[config.mk]
export PLATFORM = sky130hd
export DESIGN_NAME = differential_drive_slew_mixer_unit
export DESIGN_NICKNAME = d
export VERILOG_FILES = /design/src/rtl/core/dsm_pkg.sv /design/src/rtl/core/differential_drive_slew_mixer_unit.sv /design/src/rtl/core/dsm_mix.sv /design/src/rtl/core/dsm_speed.sv
export SDC_FILE = /design/constraint.sdc
export NUM_CORES = 2
export LEC_CHECK = 0
export ABC_AREA = 1
export BUFFER_PORTS_ARGS = -buffer_cell sky130_fd_sc_hd__buf_2
export CAP_MARGIN = 20
export CORE_MARGIN = 5
export CORE_UTILIZATION = 40
export CTS_BUF_LIST = sky130_fd_sc_hd__clkbuf_4
export CTS_CLUSTER_SIZE = 40
export DETAILED_ROUTE_END_ITERATION = 7
export PLACE_DENSITY = 0.55
export REMOVE_ABC_BUFFERS = 1
export SLEW_MARGIN = 15
export SYNTH_ARGS = -nofsm -noshare
export SYNTH_HDL_FRONTEND = slang
export SYNTH_HIERARCHICAL = 1
export SYNTH_SLANG_ARGS = --single-unit
[constraint.sdc]
create_clock -name clk -period 8.77 [get_ports clk]
set_input_delay 0.4385 -clock clk [delete_from_list [all_inputs] [get_ports clk]]
set_output_delay 0.4385 -clock clk [all_outputs]
set_load 0.01 [all_outputs]
[src/rtl/core/dsm_pkg.sv]
`timescale 1ns / 1ps

package dsm_pkg;

    // Request kinds
    localparam logic [1:0] REQ_COMMAND = 2'd0;
    localparam logic [1:0] REQ_PULSE   = 2'd1;
    localparam logic [1:0] REQ_TICK    = 2'd2;

    // Bridge direction codes
    localparam logic [1:0] DIR_OFF     = 2'd0;
    localparam logic [1:0] DIR_FORWARD = 2'd1;
    localparam logic [1:0] DIR_REVERSE = 2'd2;

    // Configuration register indexes
    localparam logic [1:0] CFG_STEP_SIZE   = 2'd0;
    localparam logic [1:0] CFG_COMMAND_ID  = 2'd1;
    localparam logic [1:0] CFG_SPEED_SCALE = 2'd2;

    localparam int CFG_DATA_W = 16;

    localparam logic [7:0]  STEP_SIZE_RESET   = 8'd2;
    localparam logic [10:0] COMMAND_ID_RESET  = 11'd262;
    localparam logic [15:0] SPEED_SCALE_RESET = 16'd41821;

    typedef struct packed {
        logic [1:0]  req_type;
        logic [10:0] frame_id;
        logic [7:0]  fwd_byte;
        logic [7:0]  turn_minus_byte;
        logic [7:0]  turn_plus_byte;
    } req_t;

    typedef struct packed {
        logic [9:0]         left_duty;
        logic [9:0]         right_duty;
        logic [1:0]         left_dir;
        logic [1:0]         right_dir;
        logic               left_changed;
        logic               right_changed;
        logic signed [15:0] speed_feedback;
    } rsp_t;

    // Per-motor drive result between the mixer and the top level
    typedef struct packed {
        logic [9:0] duty;
        logic [1:0] dir;
        logic       changed;
    } motor_t;

endpackage

[src/rtl/core/differential_drive_slew_mixer_unit.sv]
`timescale 1ns / 1ps
// A control tick passes through the input register, then the result register;
// commands and pulses emit nothing.
// Throughput: one item per cycle; the result register holds under rsp_stall
// while commands and pulses keep flowing, a tick waits only for a free slot.
// Reset (rst_n, async low): all targets, current values, pulse delta and last
// duties go to zero; step_size 2, command_id 262, speed_scale 41821.

module differential_drive_slew_mixer_unit
    import dsm_pkg::*;
(
    input  logic                  clk,
    input  logic                  rst_n,

    input  logic                  req_valid,
    output logic                  req_stall,
    input  req_t                  req_data,

    output logic                  rsp_valid,
    input  logic                  rsp_stall,
    output rsp_t                  rsp_data,

    input  logic                  cfg_we,
    input  logic [1:0]            cfg_index,
    input  logic [CFG_DATA_W-1:0] cfg_data
);

    // Configuration registers
    logic [7:0]  step_size_reg;
    logic [10:0] command_id_reg;
    logic [15:0] speed_scale_reg;

    // Input stage
    logic s1_valid_reg;
    req_t s1_item_reg;

    // Drive state. The pulse counter and its snapshot from the last tick are
    // folded into one running difference: it counts pulses since the last
    // tick and clears on each tick, which matches the wrapped subtraction.
    logic signed [7:0] target_fwd_reg;
    logic signed [8:0] target_turn_reg;
    logic signed [7:0] cur_fwd_reg;
    logic signed [8:0] cur_turn_reg;
    logic [31:0]       pulse_delta_reg;
    logic [9:0]        last_left_duty_reg;
    logic [9:0]        last_right_duty_reg;

    // Result register
    logic rsp_valid_reg;
    rsp_t rsp_data_reg;

    logic              req_accept;
    logic              s1_is_tick;
    logic              s1_advance;
    logic              cmd_hit;
    logic signed [7:0] cur_fwd_next;
    logic signed [8:0] cur_turn_next;
    logic signed [8:0] turn_target_new;
    motor_t            left_drive;
    motor_t            right_drive;
    logic signed [15:0] speed;

    // Move cur toward tgt by at most step; 11 bits cover cur +/- 255.
    function automatic logic signed [10:0] slew(
        input logic signed [10:0] cur,
        input logic signed [10:0] tgt,
        input logic [7:0]         step
    );
        logic signed [10:0] up;
        logic signed [10:0] dn;
        logic signed [10:0] r;
        up = cur + $signed({3'b000, step});
        dn = cur - $signed({3'b000, step});
        if (tgt > up)
            r = up;
        else if (tgt < dn)
            r = dn;
        else
            r = tgt;
        return r;
    endfunction

    // A tick needs the result slot; anything else always retires.
    assign s1_is_tick = (s1_item_reg.req_type == REQ_TICK);
    assign s1_advance = s1_valid_reg && (!s1_is_tick || !rsp_valid_reg || !rsp_stall);
    assign req_stall  = s1_valid_reg && !s1_advance;
    assign req_accept = req_valid && !req_stall;

    assign cmd_hit = (s1_item_reg.frame_id == command_id_reg);
    assign turn_target_new = $signed({s1_item_reg.turn_plus_byte[7], s1_item_reg.turn_plus_byte})
                           - $signed({s1_item_reg.turn_minus_byte[7],
                                      s1_item_reg.turn_minus_byte});

    // Result always stays within the target's range, so truncation is exact.
    assign cur_fwd_next  = 8'(slew(11'(cur_fwd_reg), 11'(target_fwd_reg), step_size_reg));
    assign cur_turn_next = 9'(slew(11'(cur_turn_reg), 11'(target_turn_reg), step_size_reg));

    dsm_mix u_mix (
        .cur_fwd         (cur_fwd_next),
        .cur_turn        (cur_turn_next),
        .last_left_duty  (last_left_duty_reg),
        .last_right_duty (last_right_duty_reg),
        .left            (left_drive),
        .right           (right_drive)
    );

    dsm_speed u_speed (
        .pulse_delta (pulse_delta_reg),
        .speed_scale (speed_scale_reg),
        .speed       (speed)
    );

    // Configuration writes; an index past the list is dropped.
    always_ff @(posedge clk or negedge rst_n)
    begin
        if (!rst_n)
        begin
            step_size_reg   <= STEP_SIZE_RESET;
            command_id_reg  <= COMMAND_ID_RESET;
            speed_scale_reg <= SPEED_SCALE_RESET;
        end
        else if (cfg_we)
        begin
            case (cfg_index)
                CFG_STEP_SIZE:   step_size_reg   <= cfg_data[7:0];
                CFG_COMMAND_ID:  command_id_reg  <= cfg_data[10:0];
                CFG_SPEED_SCALE: speed_scale_reg <= cfg_data[15:0];
                default:         ;
            endcase
        end
    end

    // Input register: loads on every transfer, empties when the item retires.
    always_ff @(posedge clk or negedge rst_n)
    begin
        if (!rst_n)
            s1_valid_reg <= 1'b0;
        else if (!req_stall)
            s1_valid_reg <= req_valid;
    end

    always_ff @(posedge clk)
    begin
        if (req_accept)
            s1_item_reg <= req_data;
    end

    // Drive state update as the stage-one item retires, in arrival order.
    always_ff @(posedge clk or negedge rst_n)
    begin
        if (!rst_n)
        begin
            target_fwd_reg      <= '0;
            target_turn_reg     <= '0;
            cur_fwd_reg         <= '0;
            cur_turn_reg        <= '0;
            pulse_delta_reg     <= '0;
            last_left_duty_reg  <= '0;
            last_right_duty_reg <= '0;
        end
        else if (s1_advance)
        begin
            case (s1_item_reg.req_type)
                REQ_COMMAND:
                begin
                    if (cmd_hit)
                    begin
                        target_fwd_reg  <= $signed(s1_item_reg.fwd_byte);
                        target_turn_reg <= turn_target_new;
                    end
                end
                REQ_PULSE:
                begin
                    if (target_fwd_reg[7])
                        pulse_delta_reg <= pulse_delta_reg - 32'd1;
                    else
                        pulse_delta_reg <= pulse_delta_reg + 32'd1;
                end
                REQ_TICK:
                begin
                    cur_fwd_reg         <= cur_fwd_next;
                    cur_turn_reg        <= cur_turn_next;
                    pulse_delta_reg     <= '0;
                    last_left_duty_reg  <= left_drive.duty;
                    last_right_duty_reg <= right_drive.duty;
                end
                default: ;  // unused request kind: no effect
            endcase
        end
    end

    // Result register: filled by a retiring tick, cleared when transferred.
    always_ff @(posedge clk or negedge rst_n)
    begin
        if (!rst_n)
            rsp_valid_reg <= 1'b0;
        else if (s1_advance && s1_is_tick)
            rsp_valid_reg <= 1'b1;
        else if (!rsp_stall)
            rsp_valid_reg <= 1'b0;
    end

    always_ff @(posedge clk)
    begin
        if (s1_advance && s1_is_tick)
        begin
            rsp_data_reg.left_duty      <= left_drive.duty;
            rsp_data_reg.right_duty     <= right_drive.duty;
            rsp_data_reg.left_dir       <= left_drive.dir;
            rsp_data_reg.right_dir      <= right_drive.dir;
            rsp_data_reg.left_changed   <= left_drive.changed;
            rsp_data_reg.right_changed  <= right_drive.changed;
            rsp_data_reg.speed_feedback <= speed;
        end
    end

    assign rsp_valid = rsp_valid_reg;
    assign rsp_data  = rsp_data_reg;

endmodule

[src/rtl/core/dsm_mix.sv]
`timescale 1ns / 1ps

module dsm_mix
    import dsm_pkg::*;
(
    input  logic signed [7:0] cur_fwd,
    input  logic signed [8:0] cur_turn,
    input  logic [9:0]        last_left_duty,
    input  logic [9:0]        last_right_duty,
    output motor_t            left,
    output motor_t            right
);

    logic signed [10:0] left_sum;
    logic signed [10:0] right_sum;
    logic signed [7:0]  left_clamped;
    logic signed [7:0]  right_clamped;

    function automatic logic signed [7:0] clamp100(input logic signed [10:0] x);
        logic signed [7:0] r;
        if (x < -11'sd100)
            r = -8'sd100;
        else if (x > 11'sd100)
            r = 8'sd100;
        else
            r = x[7:0];
        return r;
    endfunction

    function automatic motor_t drive(input logic signed [7:0] v, input logic [9:0] last);
        motor_t     m;
        logic [6:0] mag;
        mag = v[7] ? 7'(-v) : v[6:0];
        // |v| * 10 as shift-add
        m.duty = {mag, 3'b000} + {2'b00, mag, 1'b0};
        if (v > 8'sd0)
            m.dir = DIR_FORWARD;
        else if (v < 8'sd0)
            m.dir = DIR_REVERSE;
        else
            m.dir = DIR_OFF;
        m.changed = (m.duty != last);
        return m;
    endfunction

    assign left_sum      = 11'(cur_fwd) + 11'(cur_turn);
    assign right_sum     = 11'(cur_fwd) - 11'(cur_turn);
    assign left_clamped  = clamp100(left_sum);
    assign right_clamped = clamp100(right_sum);
    assign left          = drive(left_clamped, last_left_duty);
    assign right         = drive(right_clamped, last_right_duty);

endmodule

[src/rtl/core/dsm_speed.sv]
`timescale 1ns / 1ps

module dsm_speed
    import dsm_pkg::*;
(
    input  logic [31:0]        pulse_delta,
    input  logic [15:0]        speed_scale,
    output logic signed [15:0] speed
);

    logic        neg;
    logic [31:0] mag;
    logic [47:0] prod;
    logic [31:0] quot;

    assign neg  = pulse_delta[31];
    assign mag  = neg ? (32'd0 - pulse_delta) : pulse_delta;
    assign prod = 48'(mag) * 48'(speed_scale);
    assign quot = prod[47:16];

    // Truncate toward zero on the magnitude, then saturate to int16
    always_comb
    begin
        if (neg)
            speed = (quot > 32'd32768) ? -16'sd32768 : 16'(32'd0 - quot);
        else
            speed = (quot > 32'd32767) ? 16'sd32767 : 16'(quot);
    end

endmodule
==> results.md <==
## Status
* result of the run: finished, final reports clean

## Placement
* quantity of I/O buffers inserted on ports: 103
* pre-CTS worst setup slack: -0.1655 ns
* placer's final routability congestion estimate: 0.9554
* number of placed instances, taps included: 5968
* dpl hpwl: 87.72 mm

## Setup path
* crit-path leading delay family: adder cells
* worst reg2reg path startpoint: pulse_delta_reg[24]$_DFFE_PN0P_
* worst-path fanout max: 18
* slowest cell on the critical path: nor4_1
* Critical Path Start: pulse_delta_reg[24]$_DFFE_PN0P_
* Critical Path AT: 9.00 ns
* Critical Path Sink Type: flip-flop
* R2R setup slack: 0.30 ns
* Critical Path Start Type: flip-flop
* Top cell by count, worst path: nand2_1
* data required time at the worst endpoint: 9.30 ns
* Reg-to-Reg End: rsp_data[5]$_DFFE_PP_
* type of the setup path with the least slack: flip-flop to flip-flop
* crit-path max cell delay: 0.66 ns
* total buffers and inverters traversed by the critical path: 7
* r2r worst-path depth: 37

## GRT
* vias in the first global route: 31140
* largest net degree at the start of global routing: 70
* global-route wire length before repair: 173.1 mm
* overall overflow remaining after global route: 0
* combined global-route utilization of all metal layers: 0.2388
* antenna violations before repair: 5

## Layout
* Post-layout nets: 5719
* fraction of layout instances using a drive strength above 1: 0.1322
* number of non-filler instances in the completed layout: 6168
* Filler cells: 8820
* max reg flops: 42
* commonest cells after routing, fill and taps aside: nand2_1, inv_1, fa_1
* commonest non-fill, non-tap cell in the layout: nand2_1
* Area growth syn-to-layout: 12.32%

## Yosys
* count of unique library cells instantiated by Yosys: 73
* mean area per synthesized cell: 7.271 µm²
* Synth Instances: 4734
* cell area after synthesis: 34420 µm²
* flip-flop cell with the highest count after synthesis: dfrtp_1
* number of flops mapped to enable cells by yosys: 79
* part of the Yosys area used for sequential elements: 0.1588
* share of synthesized registers carrying an async set or reset: 0.6089
* total of flip-flops plus latches after synthesis: 202
* total number of yosys warnings: 6

## STA
* worst max-slew margin expressed relative to the limit: 0.2630
* final setup margin: 0.3032 ns
* crit share post-route: 0.9654
* Final Max Slew Viols: 0
* clock skew after layout: 0.1026 ns
* Hold Slack: 0.2121 ns
* number of endpoints with negative hold slack in the final report: 0
* sum of negative setup slack: 0 ns
* endpoints failing setup: 0
* RSZ-0062 raised after global routing: true
* time the worst path needs with I/O delays and setup: 8.467 ns
* upper clock frequency limit: 118.1 MHz
* transition time at the pin with the least slew margin: 1.104 ns

## Routing
* 1st-pass router iterations: 6
* starting DRC count in detailed routing: 1927
* routed wire length: 108.5 mm
* Vias/cell: 4.970
* post-detailed-route count of antenna-violating nets: 0
* vias: 30660
* Remaining DRCs: 0
* average detailed-routed wire length per instance: 17.59 µm

## Floorplan
* vertical die dimension: 303.3 µm
* total number of placement rows: 107
* initial core utilization: 0.4036
* floorplan die area: 92020 µm²
* I/O pin count: 104
* x dimension of the die: 303.3 µm
* area of the placeable core: 85280 µm²

## Clock tree
* CTS HTree Levels: 2
* TritonCTS clock tree: done
* clock input transition at the sequential cells of the worst setup and hold paths: 0.07 ns
* source-to-sink clock delay at the later pin of the worst-skew pair: 0.88 ns
* Clk Tree Root Cell: clkbuf_4
* maximum count of clock buffers along a single path: 3
* clk sinks: 202
* cts bufs inserted: 59

## Worst hold path
* path class of the lowest-slack min-delay path: input port to async pin

## Run
* max-cap violation count: 0

==> cells by family after synthesis <==
group                    Yosys count  synth area share
AND/OR/NAND/NOR                 2363            0.2996
buffers and inverters           1095            0.1257
adder cells (fa/ha/maj)          689            0.3436
AO/OA/AOI/OAI                    311           0.05216
flip-flops                       202            0.1588
XOR/XNOR                          67           0.01803
multiplexers                       6          0.001927
other                              1         0.0001090
==> layer usage <==
metal | up-vias | global-route usage | routed length [µm]
li1 | 14890 | - | -
met1 | 14650 | 0.3285 | 48120
met2 | 949 | 0.3925 | 49800
met3 | 170 | 0.03460 | 7109
met4 | 2 | 0.07342 | 3483
met5 | - | 0 | 5
==> worst max path at each step <==
stage | to | slack, ns | cells after the start
6_report | rsp_data[5]$_DFFE_PP_ | 0.30 | 37
5_1_grt | rsp_data[14]$_DFFE_PP_ | -0.15 | 43
4_1_cts | rsp_data[8]$_DFFE_PP_ | 0.004 | 43
3_5_place_dp | rsp_data[1]$_DFFE_PP_ | -0.17 | 42
3_3_place_gp | rsp_data[1]$_DFFE_PP_ | -0.14 | 42
2_1_floorplan | rsp_data[10]$_DFFE_PP_ | 0.34 | 31
==> per-stage QoR <==
step | utilization | cell area [µm²]
after global routing | 0.4533 | 38660
after CTS | 0.4445 | 37910
final | 0.4533 | 38660
after floorplan | - | 33820
after global placement | 0.4280 | 36500
after detailed placement | 0.4280 | 36500
==> area by class of cell <==
class                           instances  area, µm²  share of cell area
Clock inverter                         24      133.9            0.003463
Inverter                              985       3739             0.09671
Tap cell                             1144       1431             0.03702
Sequential cell                       202       5470              0.1415
Antenna cell                            3      7.507           0.0001942
Multi-Input combinational cell       3439      25170              0.6510
Timing Repair Buffer                  283       2051             0.05305
Clock buffer                           88      660.6             0.01709
==> what timing repair did <==
action | 4_1_cts | 5_1_grt
buffers inserted | 2 | 25
hold buffers | 57 | 0
pin swaps | 2 | 34
gates resized for setup | 2 | 141
endpoints found under the setup margin | 15 | 18
cloned | 0 | 1
endpoints found under the hold margin | 134 | 0
==> cells in the mapped netlist, types with 11 or more instances <==
| cell type | number | area share |
|---|---|---|
| xor2_1 | 47 | 0.012 |
| clkbuf_1 | 64 | 0.0070 |
| and2_1 | 13 | 0.0024 |
| dfrtp_1 | 110 | 0.080 |
| nand3b_1 | 23 | 0.0050 |
| inv_2 | 17 | 0.0019 |
| xnor2_1 | 17 | 0.0043 |
| ha_1 | 262 | 0.095 |
| or2_2 | 22 | 0.0040 |
| nor2_1 | 427 | 0.047 |
| nand3_1 | 264 | 0.038 |
| dfstp_2 | 13 | 0.0099 |
| nand2_4 | 15 | 0.0049 |
| inv_1 | 947 | 0.10 |
| buf_4 | 14 | 0.0031 |
| nand4_1 | 49 | 0.0089 |
| o21bai_1 | 15 | 0.0033 |
| nand2_2 | 56 | 0.010 |
| nor2_2 | 22 | 0.0040 |
| edfxtp_1 | 79 | 0.069 |
| o21ai_0 | 105 | 0.015 |
| nand2_1 | 1377 | 0.15 |
| a21oi_1 | 133 | 0.019 |
| nand3_2 | 25 | 0.0073 |
| o21ai_2 | 11 | 0.0028 |
| nor3_1 | 29 | 0.0042 |
| buf_2 | 16 | 0.0023 |
| buf_6 | 14 | 0.0046 |
| clkinv_1 | 14 | 0.0015 |
| fa_1 | 427 | 0.25 |
Power is not shown: default switching activity piles up to over one toggle a cycle in this logic, so the estimate is an artifact.
